<file path="src/hdl/kmsd_pkg.sv">
// Shared types, constants and helper functions for the key matrix scan debouncer.
package kmsd_pkg;

	// Matrix geometry.
	localparam int ROWS = 8;
	localparam int ROW_W = 12;
	localparam int ROW_IDX_W = 3;
	localparam int NATIVE_W = 7;
	localparam int EXP_W = 8;
	localparam int NATIVE_SHIFT = 5;
	localparam int EXP_USED_W = 7;

	// Counter widths.
	localparam int CNT_W = $clog2(ROWS * ROW_W + 1);
	localparam int POP_W = $clog2(ROW_W + 1);
	localparam int KEY_CNT_W = 7;
	localparam int KEY_CNT_MAX = 127;
	localparam int TICK_W = 16;
	localparam int DELAY_W = 8;
	localparam logic [DELAY_W-1:0] DELAY_RESET = 8'd5;

	// Stream packing.
	localparam int KIND_W = 2;
	localparam int S_DATA_W = 24;
	localparam int M_DATA_W = 24;

	// Item kinds carried on the input tuser.
	typedef enum logic [KIND_W-1:0] {
		KIND_SAMPLE = 2'd0,
		KIND_TICK   = 2'd1,
		KIND_EOS    = 2'd2,
		KIND_READ   = 2'd3
	} kind_t;

	typedef logic [ROW_W-1:0] row_word_t;

	// Number of set bits in one row word.
	function automatic logic [POP_W-1:0] pop_row(input row_word_t w);
		logic [POP_W-1:0] n;
		n = '0;
		for (int i = 0; i < ROW_W; i++) begin
			n = n + POP_W'(w[i]);
		end
		return n;
	endfunction

	// Build a row word from native pins (active low) and expander columns.
	function automatic row_word_t build_row(
		input logic [NATIVE_W-1:0] native,
		input logic [EXP_W-1:0]    expander,
		input logic                ok
	);
		row_word_t w;
		w = '0;
		w[NATIVE_SHIFT +: NATIVE_W] = ~native;
		if (ok) begin
			w[EXP_USED_W-1:0] = w[EXP_USED_W-1:0] | expander[EXP_USED_W-1:0];
		end
		return w;
	endfunction

endpackage

</file>
<file path="src/hdl/key_matrix_scan_debouncer_top.sv">
// Top level of the key matrix scan debouncer: input stage, matrix state and result register.
//
// Usage:
//   Items enter on the s_* stream. s_tuser holds the kind (row sample, millisecond
//   tick, end of scan, stable row read); s_tdata holds row index and column data.
//   Every item produces exactly one result on the m_* stream: stable row data for a
//   read, the row-changed and committed flags, the settled flag and the key count.
//   The debounce delay is written through cfg_we / cfg_wdata while the block is idle.
// Pipeline and throughput:
//   An accepted item is held in the input register, and when the output register is
//   free or draining its result is registered there and m_tvalid rises. One item is
//   taken every cycle while m_tready stays high; the single update path between the
//   input register and the result register carries each item.
// Reset:
//   arst_n clears both row matrices, the pending flag, the quiet counter and the key
//   counts, and sets the debounce delay to 5 ticks. Both streams come up empty.
// Stalls:
//   When m_tready is low the result holds in the output register and the input
//   register keeps its item; s_tready drops only while both are full.
module key_matrix_scan_debouncer_top (
	input  logic                             clk,
	input  logic                             arst_n,
	// Input stream.
	input  logic                             s_tvalid,
	output logic                             s_tready,
	// s_tdata: row_index[2:0], native_cols[9:3], exp_cols[17:10],
	// expander_ok[18], zero fill [23:19].
	input  logic [kmsd_pkg::S_DATA_W-1:0]    s_tdata,
	// s_tuser: kind[1:0].
	input  logic [kmsd_pkg::KIND_W-1:0]      s_tuser,
	// Result stream.
	output logic                             m_tvalid,
	input  logic                             m_tready,
	// m_tdata: row_data[11:0], row_changed[12], committed[13], settled[14],
	// key_count[21:15], zero fill [23:22].
	output logic [kmsd_pkg::M_DATA_W-1:0]    m_tdata,
	// Configuration write.
	input  logic                             cfg_we,
	input  logic [kmsd_pkg::DELAY_W-1:0]     cfg_wdata
);

	// Input register.
	logic                                  valid_s1;
	kmsd_pkg::kind_t                       kind_s1;
	logic [kmsd_pkg::ROW_IDX_W-1:0]        row_s1;
	logic [kmsd_pkg::NATIVE_W-1:0]         native_s1;
	logic [kmsd_pkg::EXP_W-1:0]            exp_s1;
	logic                                  ok_s1;

	// Matrix state.
	kmsd_pkg::row_word_t                   sampled_q [kmsd_pkg::ROWS];
	kmsd_pkg::row_word_t                   stable_q  [kmsd_pkg::ROWS];
	logic                                  pending_q;
	logic [kmsd_pkg::TICK_W-1:0]           quiet_q;
	logic [kmsd_pkg::CNT_W-1:0]            sampled_count_q;
	logic [kmsd_pkg::CNT_W-1:0]            stable_count_q;
	logic [kmsd_pkg::DELAY_W-1:0]          delay_q;

	// Result register.
	logic                                  out_valid_q;
	logic [kmsd_pkg::M_DATA_W-1:0]         out_data_q;

	// Update path signals.
	logic                                  advance;
	logic                                  row_ok;
	kmsd_pkg::row_word_t                   new_row;
	kmsd_pkg::row_word_t                   old_sampled;
	kmsd_pkg::row_word_t                   old_stable;
	logic                                  do_sample;
	logic                                  do_direct;
	logic                                  do_commit;
	logic                                  row_changed;
	logic                                  committed;
	logic                                  pending_d;
	logic [kmsd_pkg::TICK_W-1:0]           quiet_d;
	logic [kmsd_pkg::CNT_W-1:0]            sampled_count_d;
	logic [kmsd_pkg::CNT_W-1:0]            stable_count_d;
	logic [kmsd_pkg::ROW_W-1:0]            row_data;
	logic [kmsd_pkg::KEY_CNT_W-1:0]        key_count;
	logic [kmsd_pkg::M_DATA_W-1:0]         result;

	// Handshake: the input stage moves whenever the result register is free or draining.
	assign advance  = valid_s1 && (!out_valid_q || m_tready);
	assign s_tready = !valid_s1 || advance;
	assign m_tvalid = out_valid_q;
	assign m_tdata  = out_data_q;

	// Input register control.
	always_ff @(posedge clk or negedge arst_n) begin
		if (!arst_n) begin
			valid_s1 <= 1'b0;
		end else if (s_tready) begin
			valid_s1 <= s_tvalid;
		end
	end

	// Input register payload.
	always_ff @(posedge clk) begin
		if (s_tvalid && s_tready) begin
			kind_s1   <= kmsd_pkg::kind_t'(s_tuser);
			row_s1    <= s_tdata[2:0];
			native_s1 <= s_tdata[9:3];
			exp_s1    <= s_tdata[17:10];
			ok_s1     <= s_tdata[18];
		end
	end

	// Per-item update of the matrix state and the result word.
	always_comb begin
		row_ok      = (32'(row_s1) < kmsd_pkg::ROWS);
		new_row     = kmsd_pkg::build_row(native_s1, exp_s1, ok_s1);
		old_sampled = sampled_q[row_s1];
		old_stable  = stable_q[row_s1];

		do_sample   = (kind_s1 == kmsd_pkg::KIND_SAMPLE) && row_ok;
		do_direct   = do_sample && (delay_q == '0);
		row_changed = do_sample && (new_row != old_sampled);
		do_commit   = (kind_s1 == kmsd_pkg::KIND_EOS) && pending_q &&
			(quiet_q > kmsd_pkg::TICK_W'(delay_q));

		pending_d       = pending_q;
		quiet_d         = quiet_q;
		sampled_count_d = sampled_count_q;
		stable_count_d  = stable_count_q;
		committed       = 1'b0;
		row_data        = '0;

		unique case (kind_s1)
			kmsd_pkg::KIND_SAMPLE: begin
				if (do_sample) begin
					sampled_count_d = sampled_count_q
						- kmsd_pkg::CNT_W'(kmsd_pkg::pop_row(old_sampled))
						+ kmsd_pkg::CNT_W'(kmsd_pkg::pop_row(new_row));
					if (do_direct) begin
						committed      = (new_row != old_stable);
						stable_count_d = stable_count_q
							- kmsd_pkg::CNT_W'(kmsd_pkg::pop_row(old_stable))
							+ kmsd_pkg::CNT_W'(kmsd_pkg::pop_row(new_row));
					end else if (row_changed) begin
						pending_d = 1'b1;
						quiet_d   = '0;
					end
				end
			end
			kmsd_pkg::KIND_TICK: begin
				if (quiet_q != '1) begin
					quiet_d = quiet_q + 1'b1;
				end
			end
			kmsd_pkg::KIND_EOS: begin
				if (do_commit) begin
					stable_count_d = sampled_count_q;
					pending_d      = 1'b0;
					committed      = 1'b1;
				end
			end
			kmsd_pkg::KIND_READ: begin
				if (row_ok) begin
					row_data = old_stable;
				end
			end
			default: begin
			end
		endcase

		// Saturate the reported key count.
		if (stable_count_d > kmsd_pkg::CNT_W'(kmsd_pkg::KEY_CNT_MAX)) begin
			key_count = kmsd_pkg::KEY_CNT_W'(kmsd_pkg::KEY_CNT_MAX);
		end else begin
			key_count = kmsd_pkg::KEY_CNT_W'(stable_count_d);
		end

		result = {2'b00, key_count, !pending_d, committed, row_changed, row_data};
	end

	// Control state: flags, counters and the configuration register.
	always_ff @(posedge clk or negedge arst_n) begin
		if (!arst_n) begin
			pending_q       <= 1'b0;
			quiet_q         <= '0;
			sampled_count_q <= '0;
			stable_count_q  <= '0;
			delay_q         <= kmsd_pkg::DELAY_RESET;
		end else begin
			if (cfg_we) begin
				delay_q <= cfg_wdata;
			end
			if (advance) begin
				pending_q       <= pending_d;
				quiet_q         <= quiet_d;
				sampled_count_q <= sampled_count_d;
				stable_count_q  <= stable_count_d;
			end
		end
	end

	// Row matrices: single-row writes on samples, whole-matrix copy on commit.
	always_ff @(posedge clk or negedge arst_n) begin
		if (!arst_n) begin
			for (int r = 0; r < kmsd_pkg::ROWS; r++) begin
				sampled_q[r] <= '0;
				stable_q[r]  <= '0;
			end
		end else if (advance) begin
			if (do_sample) begin
				sampled_q[row_s1] <= new_row;
			end
			if (do_direct) begin
				stable_q[row_s1] <= new_row;
			end else if (do_commit) begin
				for (int r = 0; r < kmsd_pkg::ROWS; r++) begin
					stable_q[r] <= sampled_q[r];
				end
			end
		end
	end

	// Result register control.
	always_ff @(posedge clk or negedge arst_n) begin
		if (!arst_n) begin
			out_valid_q <= 1'b0;
		end else if (advance) begin
			out_valid_q <= 1'b1;
		end else if (m_tready) begin
			out_valid_q <= 1'b0;
		end
	end

	// Result register payload.
	always_ff @(posedge clk) begin
		if (advance) begin
			out_data_q <= result;
		end
	end

`ifndef NO_ASSERTIONS
	// An empty result register never holds back the input side.
	a_ready_when_empty: assert property (@(posedge clk) disable iff (!arst_n)
		!out_valid_q |-> s_tready)
		else $error("s_tready low while the result register is empty");

	// A commit at end of scan clears the pending debounce.
	a_commit_clears_pending: assert property (@(posedge clk) disable iff (!arst_n)
		(advance && do_commit) |=> !pending_q)
		else $error("pending still set after an end-of-scan commit");

	// A changed row with debouncing on restarts the quiet counter.
	a_change_restarts: assert property (@(posedge clk) disable iff (!arst_n)
		(advance && row_changed && !do_direct) |=> (pending_q && quiet_q == '0))
		else $error("changed row did not restart the debounce");

	// The stable key count never exceeds the matrix size.
	a_count_bound: assert property (@(posedge clk) disable iff (!arst_n)
		stable_count_q <= kmsd_pkg::CNT_W'(kmsd_pkg::ROWS * kmsd_pkg::ROW_W))
		else $error("stable key count out of range");

	// A reported commit always comes with the settled flag or a direct write.
	a_commit_settled: assert property (@(posedge clk) disable iff (!arst_n)
		(advance && committed && !do_direct) |-> !pending_d)
		else $error("end-of-scan commit reported while still pending");
`endif

endmodule
</file>
<file path="config.mk">
export PLATFORM = sky130hd
export DESIGN_NAME = key_matrix_scan_debouncer_top
export DESIGN_NICKNAME = d
export VERILOG_FILES = /design/src/hdl/kmsd_pkg.sv /design/src/hdl/key_matrix_scan_debouncer_top.sv
export SDC_FILE = /design/constraint.sdc
export NUM_CORES = 1
export LEC_CHECK = 0
export BUFFER_PORTS_ARGS = -buffer_cell sky130_fd_sc_hd__buf_2
export CAP_MARGIN = 20
export CORE_AREA = 2 2 201 203
export DETAILED_ROUTE_END_ITERATION = 8
export DIE_AREA = 0 0 203 205
export GPL_TIMING_DRIVEN = 0
export SYNTH_ARGS = -nofsm -noshare
export SYNTH_HDL_FRONTEND = slang
export SYNTH_SLANG_ARGS = --single-unit
</file>
<file path="constraint.sdc">
create_clock -name clk -period 20.1 [get_ports clk]
set_clock_uncertainty 0.15 [all_clocks]
set_input_delay 3.015 -clock clk [delete_from_list [all_inputs] [get_ports clk]]
set_output_delay 3.015 -clock clk [all_outputs]
set_load 0.005 [all_outputs]
</file>
## Word-level counts from Yosys, hierarchy flattened

Cells that the tools add are included.

| word-level totals | value |
|---|---|
| register bits after elaboration | 275 |
| bits of input ports | 39 |
| output and inout bits | 26 |
| word-level logic and storage cells | 134 |

| cells by class | value |
|---|---|
| $add $sub $neg | 38 |
| order comparisons | 4 |
| equal/unequal tests | 9 |
| multiplexer cells | 29 |
| bitwise logic cells | 3 |
| reductions and logical operators | 20 |

Operators by type and width:

| cell | count |
|---|---|
| 96-bit bitwise mux | 2 |
| 96-bit two-way mux | 2 |
| 4-bit by 1-bit adder with 4-bit output | 24 |
| 12-bit binary-select mux with 3-bit select | 2 |
| 12-bit two-way mux | 5 |
| 16-bit two-way mux | 3 |
| 12-bit demux with 3-bit select | 1 |
| 16-bit case mux with 2 select lines | 1 |
| 12-bit != test | 2 |
| 7-bit two-way mux | 3 |
| 16-bit by 1-bit adder with 16-bit output (second input constant) | 1 |
| 16-bit by 8-bit greater-than comparator with 1-bit output | 1 |
| 16-bit != test (second input constant) | 1 |
| 7-bit by 4-bit adder with 7-bit output | 2 |
| 7-bit case mux with 2 select lines | 1 |
| 7-bit by 4-bit subtractor with 7-bit output | 2 |
| 3-bit by 1-bit adder with 4-bit output | 3 |
| 2-bit by 1-bit adder with 3-bit output | 3 |
| 8-bit logical NOT | 1 |
| 7-bit greater-than comparator (second input constant) | 1 |
| 1-bit logical AND | 7 |
| 1-bit two-way mux | 7 |
| 7-bit inverter | 1 |
| 7-bit bitwise OR | 1 |
| other kinds (15) | 26 |

## Logic depth before layout (Yosys ltp)

Gate-level depths: netlist (run 1).

| logic depth | value |
|---|---|
| depth after elaboration | 20 |
| depth in mapped cells | 29 |
| gate-level depth less buffers | 24 |

## Least setup slack after synthesis (run 1)

Ideal clock, no wire load.

| timing path | value |
|---|---|
| kind | register -> register |
| from | register row_s1[1] (netlist name) |
| to | register out_data_q (netlist bit m_tdata[21]), data pin |
| setup time | 180 ps |
| arrival time | 6,513 ps |
| required time | 19,770 ps |
| slack | 13,257 ps |
| cell stages (with the launch flop) | 26 |
| path buffers | 4 |
| clock period less this slack | 6,843 ps |
| path through | edfxtp_1 > buf_6 > buf_12 > buf_8 > buf_2 > and3b_1 > a221oi_1 > nand2_1 > fa_1 > inv_1 > ha_1 > or2_2 > fa_1 > fa_1 > inv_1 > fa_1 > fa_1 > inv_1 > fa_1 > a21oi_1 > o21bai_1 > a2111o_1 > o311ai_0 > nor2_1 > mux2i_1 > a221oi_1 |

| on the way | value |
|---|---|
| elaborated cells between the ends (all ways) | 20 |
| classes of those cells | add/sub (13); order compare (1); mux (5); bitwise (1) |

RTL lines:

| item | RTL line | text |
|---|---|---|
| start, declared | key_matrix_scan_debouncer_top.sv:45 | `logic [kmsd_pkg::ROW_IDX_W-1:0] row_s1;` |
| start signal, assigned | key_matrix_scan_debouncer_top.sv:101 | `row_s1 <= s_tdata[2:0];` |
| 3-bit inverter with 4-bit output (not written as such) * | key_matrix_scan_debouncer_top.sv:113 | `old_stable = stable_q[row_s1];` |
| 12-bit binary-select mux with 3-bit select * | key_matrix_scan_debouncer_top.sv:113 |  |
| 12-bit two-way mux (not written as such) * (2 in a row) | key_matrix_scan_debouncer_top.sv:113 |  |
| via old_stable[8] | key_matrix_scan_debouncer_top.sv:68 | `kmsd_pkg::row_word_t old_stable;` |
| 4-bit by 1-bit adder with 4-bit output * (4 in a row) | kmsd_pkg.sv:42 | `n = n + POP_W'(w[i]);` |
| 7-bit by 4-bit subtractor with 7-bit output * | key_matrix_scan_debouncer_top.sv:137 | `- kmsd_pkg::CNT_W'(kmsd_pkg::pop_row(old_stable))` |
| 7-bit by 4-bit adder with 7-bit output * | key_matrix_scan_debouncer_top.sv:138 | `+ kmsd_pkg::CNT_W'(kmsd_pkg::pop_row(new_row));` |
| 7-bit two-way mux * | key_matrix_scan_debouncer_top.sv:134 | `if (do_direct) begin` |
| 7-bit case mux with 2 select lines * | key_matrix_scan_debouncer_top.sv:128 | `unique case (kind_s1)` |
| 7-bit greater-than comparator | key_matrix_scan_debouncer_top.sv:167 | `if (stable_count_d > kmsd_pkg::CNT_W'(kmsd_pkg::KEY_CNT_MAX)) begin` |
| end signal, assigned | key_matrix_scan_debouncer_top.sv:232 | `out_data_q <= result;` |
| end, declared | key_matrix_scan_debouncer_top.sv:61 | `logic [kmsd_pkg::M_DATA_W-1:0] out_data_q;` |

The timed path passes the listed nets; every way through them passes the cells marked *. The select of a mux whose other input is x is not followed.
A chain may end at the register's enable or synchronous reset.

## Worst setup path after layout (run 1)

Ends and elaborated chain as after synthesis.

==> results.sh, run 1 <==
export IMPL_outcome="complete, no violations"
export IMPL_multi_input_area_sq_um=7595
export IMPL_worstPathRequired_ps=20350
export IMPL_slew_headroom=0.1914
export IMPL_cts_tree="done"
export IMPL_max_slew_worst_pin_slew_ps=1213
export IMPL_yosysWarnings=0
export IMPL_cp_slowest_stage_delay_ps=940
export IMPL_vias=13070
export IMPL_fmax_ghz=0.1240
export IMPL_ys_dominant_reg_cell="dfrtp_1"
export IMPL_rsz0062_at_grt="no"
export IMPL_comb_power_share=0.607
export IMPL_swShare=0.4425
export IMPL_drive_above_1_share=0.1313
export IMPL_final_area_sq_um=17700
export IMPL_grt_pass1_vias=12680
export IMPL_synthArstFlopShare=0.8473
export IMPL_io_pins=65
export IMPL_post_cts_setup_buffers=0
export IMPL_fin_cells=2188
export IMPL_dr_pass1_iters=5
export IMPL_synth_distinct_cells=86
export IMPL_cpLargestDelayFamily="adder cells"
export IMPL_cp_end_kind="flop"
export IMPL_postPlaceCellArea_sq_um=16650
export IMPL_regArea_sq_um=7094
export IMPL_grt_first_pass_wirelength_mm=86.22
export IMPL_via_per_inst=5.972
export IMPL_crit_slowest_cell="a221oi_1"
export IMPL_dp_hpwl_mm=45.17
export IMPL_crit_buf_inv=7
export IMPL_syn_cell_area_sq_um=15650
export IMPL_start_kind="flop"
export IMPL_synth_edf_count=42
export IMPL_area_growth_syn_to_layout_pct=13.14
export IMPL_cts_buffers=31
export IMPL_gr_usage_all_layers=0.2855
export IMPL_p_sw_uw=1648
export IMPL_yosysSeqAreaShare=0.4535
export IMPL_syn_inst=1542
export IMPL_htreeDepth=1
export IMPL_clkSinkCount=275
export IMPL_critPathKind="reg -> reg"
export IMPL_path_common_cell="fa_1"
export IMPL_drc=0
export IMPL_crit_fanout=10
export IMPL_drt_total_wl_mm=58.90
export IMPL_place_inst=2126
export IMPL_syn_avg_cell_area_sq_um=10.15
export IMPL_n_fill_cell=3826
export IMPL_hp_class="reg -> reg"
export IMPL_cell_internal_pwr_uw=2076
export IMPL_clock_latency_ps=600
export IMPL_fin_nets=1756
export IMPL_maxCapViolCount=0
export IMPL_clk_path_buf_depth=3
export IMPL_finalCriticalPeriod_ps=8066
export IMPL_final_antenna_net_count=0
export IMPL_power_frac_seq=0.240
export IMPL_place_congestion=1.029
export IMPL_clockPowerShare=0.153
export IMPL_start_util=0.3974
export IMPL_critPathArrivalTime_ps=8320
export IMPL_post_cts_resized=0
export IMPL_rows=73
export IMPL_grt_overflow=0
export IMPL_drt_initial_drc_count=1224
export IMPL_fin_setup_tns_ps=0
export IMPL_vdd_ir_drop_worst_mv=0.2380
export IMPL_die_area_sq_um=41620
export IMPL_die_h_um=205
export IMPL_grt_max_degree=101
export IMPL_portBuffers=56
export IMPL_clk_pin_slew_ps=60
export IMPL_setup_viol=0
export IMPL_power_leakage_uw=0.007632
export IMPL_grt_antenna_before_repair=2
export IMPL_slew_viol_final=0
export IMPL_fin_crit_sh=0.4013
export IMPL_powerDensity_nw_per_um2=210.4
export IMPL_routedWlPerCell_um=26.92
export IMPL_hold_viol=0
export IMPL_synth_seq_cells=275
export IMPL_ctsHoldBuffers=0
export IMPL_fp_dieW_um=203
export IMPL_core_sq_um=39370
export IMPL_clockRootBuffer="clkbuf_16"
[through the flow]
stage / total power (uW) / setup WS, ps / utilization / hold WS [ps]
6_report: 3724 / 12030 / 0.4496 / 338.4
5_1_grt: 4036 / 11760 / 0.4494 / 376.4
4_1_cts: 3714 / 12160 / 0.4487 / 342.1
3_5_place_dp: 3135 / 12180 / 0.4230 / 327.4
3_3_place_gp: 3053 / 11540 / 0.4213 / 317.3
2_1_floorplan: 2556 / 13260 / - / 306.9
[cell type report]
class / count / area share
diodes: 3 / 0.0004241
plain buffers: 107 / 0.03054
clock buffers: 39 / 0.04835
clock inverters: 19 / 0.008906
inverters: 112 / 0.02375
multi-input cells: 1049 / 0.4291
flip-flops and latches: 275 / 0.4008
well taps: 525 / 0.03711
repair buffers: 59 / 0.02106
[per-layer routing]
| layer | part of all wire | global-route usage | vias to the layer above |
|---|---|---|---|
| met1 | 0.41 | 0.3732 | 6556 |
| li1 | - | - | 5722 |
| met2 | 0.46 | 0.4543 | 632 |
| met3 | 0.078 | 0.06013 | 156 |
| met4 | 0.054 | 0.1356 | 0 |
| met5 | 0 | 0 | - |
[kinds of logic after synthesis]
logic type | count (synthesis) | synth area share
DFF | 275 | 0.4535
AOI/OAI and AO/OA | 488 | 0.2085
buffers and inverters | 219 | 0.06134
xor gates and xnor gates | 39 | 0.02183
other | 1 | 0.0002397
muxes | 73 | 0.06054
adders and majority gates | 84 | 0.08557
and+or+nand+nor | 363 | 0.1085
[cells in the mapped netlist (9+ instances only)]
cell type    n  area (sq um)
nand4_1      9         56.30
and2_1       9         56.30
dfrtp_1    231          5781
inv_1      108         405.4
nand2_1    204         765.7
mux2_2      12         135.1
a21oi_1     49         245.2
a2bb2oi_1   90         788.3
ha_1        43         538.0
edfxtp_1    42          1261
xnor2_1     34         297.8
nand3_1     15         75.07
a22oi_1     21         157.7
o21ai_0    174         870.8
mux2i_1     44         440.4
o22ai_2      9         112.6
nor2_1      45         168.9
clkbuf_1    65         244.0
buf_2       22         110.1
mux4_2      16         360.4
buf_4       10         75.07
nor3_1      14         70.07
o22ai_1     71         444.2
fa_1        39         780.8
[registers in the layout, indices dropped and copies added (netlist names), 7 cells and up]
register	flops
exp_s1	7
sampled_q	96
delay_q	8
sampled_count_q	7
native_s1	7
m_tdata	22
quiet_q	16
stable_count_q	7
stable_q	96
[path summary, 6_finish.rpt]
check,from,end,slack (ps),cells after the start
min in group asynchronous,arst_n,sampled_count_q[5],2180,1
max reg2reg,row_s1[1],m_tdata[21],12030,25
min,valid_s1,m_tvalid,340,1
max in group asynchronous,arst_n,sampled_q[70],16780,2
min reg2reg,valid_s1,m_tvalid,340,1
max,row_s1[1],m_tdata[21],12030,25
[power groups by stage]
stage	Clock [uW]	Combinational (uW)	Sequential [uW]
after CTS	576	2250	883
final	570	2260	893
after detailed placement	0	2250	890
after floorplan	0	1740	816
after global routing	599	2530	904
after global placement	0	2160	891
[cell usage in the layout (no fill, tap or decap), drive strengths merged, types with 8 or more instances in the layout]
master	n
clkbuf	104
o21ai	180
o22ai	80
inv	111
nand3b	8
nand4	9
and2	10
edfxtp	42
fa	39
nand3	15
a2bb2oi	90
mux2i	44
ha	43
nor2	46
dfrtp	231
mux4	16
xnor2	34
mux2	13
nand2	206
nand2b	8
buf	101
o22a	8
clkinv	16
a22oi	22
a21oi	49
nor3	15
No activity file was read; power rests on OpenSTA's default activity.
==> run 2: changes to the inputs <==
==> constraint.sdc (replaced) <==
create_clock -name clk -period 7.55 [get_ports clk]
set_clock_uncertainty 0.15 [all_clocks]
set_input_delay 1.1325 -clock clk [delete_from_list [all_inputs] [get_ports clk]]
set_output_delay 1.1325 -clock clk [all_outputs]
set_load 0.005 [all_outputs]
==> results.sh, run 2 (synthesis gave the netlist of run 1 again) <==
export IMPL_hp_class="in -> async"
export IMPL_powerDensity_nw_per_um2=563.4
export IMPL_clockRootBuffer="clkbuf_16"
export IMPL_power_leakage_uw=0.007673
export IMPL_grt_antenna_before_repair=0
export IMPL_dr_pass1_iters=6
export IMPL_place_congestion=1.029
export IMPL_cts_tree="done"
export IMPL_fin_nets=1756
export IMPL_grt_pass1_vias=12630
export IMPL_ctsHoldBuffers=0
export IMPL_start_util=0.3974
export IMPL_fin_crit_sh=0.9657
export IMPL_drt_initial_drc_count=1232
export IMPL_clk_path_buf_depth=3
export IMPL_grt_first_pass_wirelength_mm=86.10
export IMPL_clock_latency_ps=600
export IMPL_cp_end_kind="flop"
export IMPL_layout_setup_ws_ps=259.1
export IMPL_final_cell_mix="dfrtp_1, nand2_1, o21ai_0"
export IMPL_path_common_cell="fa_1"
export IMPL_gr_usage_all_layers=0.2850
export IMPL_max_slew_worst_pin_slew_ps=1160
export IMPL_rows=73
export IMPL_drt_total_wl_mm=58.75
export IMPL_dpl_worst_slack_ps=-373.1
export IMPL_cts_buffers=31
export IMPL_rr_worst_depth=23
export IMPL_timing_rr_start="row_s1[0]"
export IMPL_cp_slowest_stage_delay_ps=610
export IMPL_vdd_ir_drop_worst_mv=0.6502
export IMPL_via_per_inst=5.999
export IMPL_n_fill_cell=3807
export IMPL_area_growth_syn_to_layout_pct=14.22
export IMPL_worstPathRequired_ps=7710
export IMPL_slew_headroom=0.2269
export IMPL_rrSetupSlack_ps=260
export IMPL_maxCapViolCount=0
export IMPL_multi_input_area_sq_um=7734
export IMPL_critPathKind="reg -> reg"
export IMPL_finalCriticalPeriod_ps=7291
export IMPL_htreeDepth=1
export IMPL_fmax_ghz=0.1372
export IMPL_routedWlPerCell_um=26.85
export IMPL_grt_max_degree=101
export IMPL_hold_viol=0
export IMPL_drc=0
export IMPL_hold_slack_ps=303.8
export IMPL_regArea_sq_um=7094
export IMPL_rsz0062_at_grt="no"
export IMPL_final_common_cell="dfrtp_1"
export IMPL_die_h_um=205
export IMPL_path_cells="buf_4 -> buf_2 -> nor3b_1 -> a22oi_1 -> and4_1 -> fa_1 -> inv_1 -> fa_1 -> inv_1 -> fa_1 -> fa_1 -> inv_1 -> fa_1 -> fa_1 -> inv_1 -> fa_2 -> a21oi_2 -> o21bai_1 -> a2111o_1 -> o311ai_2 -> nor2_1 -> mux2i_1 -> a221oi_2"
export IMPL_fp_dieW_um=203
export IMPL_p_total_uw=10070
export IMPL_drive_above_1_share=0.1458
export IMPL_final_antenna_net_count=0
export IMPL_clk_pin_slew_ps=60
export IMPL_die_area_sq_um=41620
export IMPL_vias=13130
export IMPL_dp_hpwl_mm=45.17
export IMPL_portBuffers=56
export IMPL_start_kind="flop"
export IMPL_crit_slowest_cell="nor3b_1"
export IMPL_crit_fanout=10
export IMPL_core_sq_um=39370
export IMPL_clkSinkCount=275
export IMPL_grt_overflow=0
export IMPL_outcome="complete, no violations"
export IMPL_slew_viol_final=0
export IMPL_io_pins=65
export IMPL_setup_viol=0
export IMPL_rr_endpoint="m_tdata[21]"
export IMPL_fin_setup_tns_ps=0
export IMPL_critPathArrivalTime_ps=7460
[run 2: how the worst max path moves through the flow]
stage / startpoint / endpoint / slack (ps) / cells after the start
6_report: row_s1[0] / m_tdata[21] / 260 / 23
3_5_place_dp: row_s1[1] / m_tdata[21] / -370 / 25
5_1_grt: row_s1[2] / m_tdata[21] / 70 / 26
2_1_floorplan: row_s1[1] / m_tdata[21] / 710 / 25
4_1_cts: row_s1[0] / m_tdata[21] / 20 / 22
3_3_place_gp: row_s1[1] / m_tdata[21] / -270 / 25
[run 2: critical path: cells and delay by family (launching register included)]
kind | cells | cell delay, ps
fa+ha+maj | 7 | 3310
flops | 1 | 420
simple gates | 3 | 1060
mux | 1 | 190
buf+inv | 6 | 710
compound gates | 6 | 1140
[run 2: repair_timing]
| action | 4_1_cts | 5_1_grt |
|---|---|---|
| resized for setup | 12 | 26 |
| setup endpoints to repair | 3 | 2 |
| gates cloned | 0 | 0 |
| pin swaps | 0 | 2 |
| setup buffers | 1 | 2 |
[run 2: layer usage]
metal / global-route usage / part of all wire
met1: 0.3777 / 0.41
met2: 0.4554 / 0.46
met3: 0.05266 / 0.077
met4: 0.1298 / 0.052
met5: 0 / 0
[run 2: area by class of cell]
class | instances | share of cell area
diodes | 3 | 0.0004201
plain buffers | 104 | 0.03046
clock buffers | 39 | 0.04789
clock inverters | 19 | 0.008822
inverters | 112 | 0.02374
multi-input cells | 1049 | 0.4328
flip-flops and latches | 275 | 0.3970
well taps | 525 | 0.03676
repair buffers | 62 | 0.02213
[run 2: where the power goes]
group | total, uW | switching [uW] | internal, uW
combinational | 6170 | 3370 | 2800
clock | 1510 | 645 | 868
sequential | 2380 | 437 | 1950
total | 10100 | 4450 | 5620
[run 2: per-stage QoR]
stage | std cells | instance area, sq um | utilization
2_1_floorplan | 1543 | 15650 | -
3_3_place_gp | 2124 | 16590 | 0.4213
3_5_place_dp | 2126 | 16650 | 0.4230
4_1_cts | 2182 | 17720 | 0.4502
5_1_grt | 2185 | 17860 | 0.4537
6_report | 2188 | 17870 | 0.4539
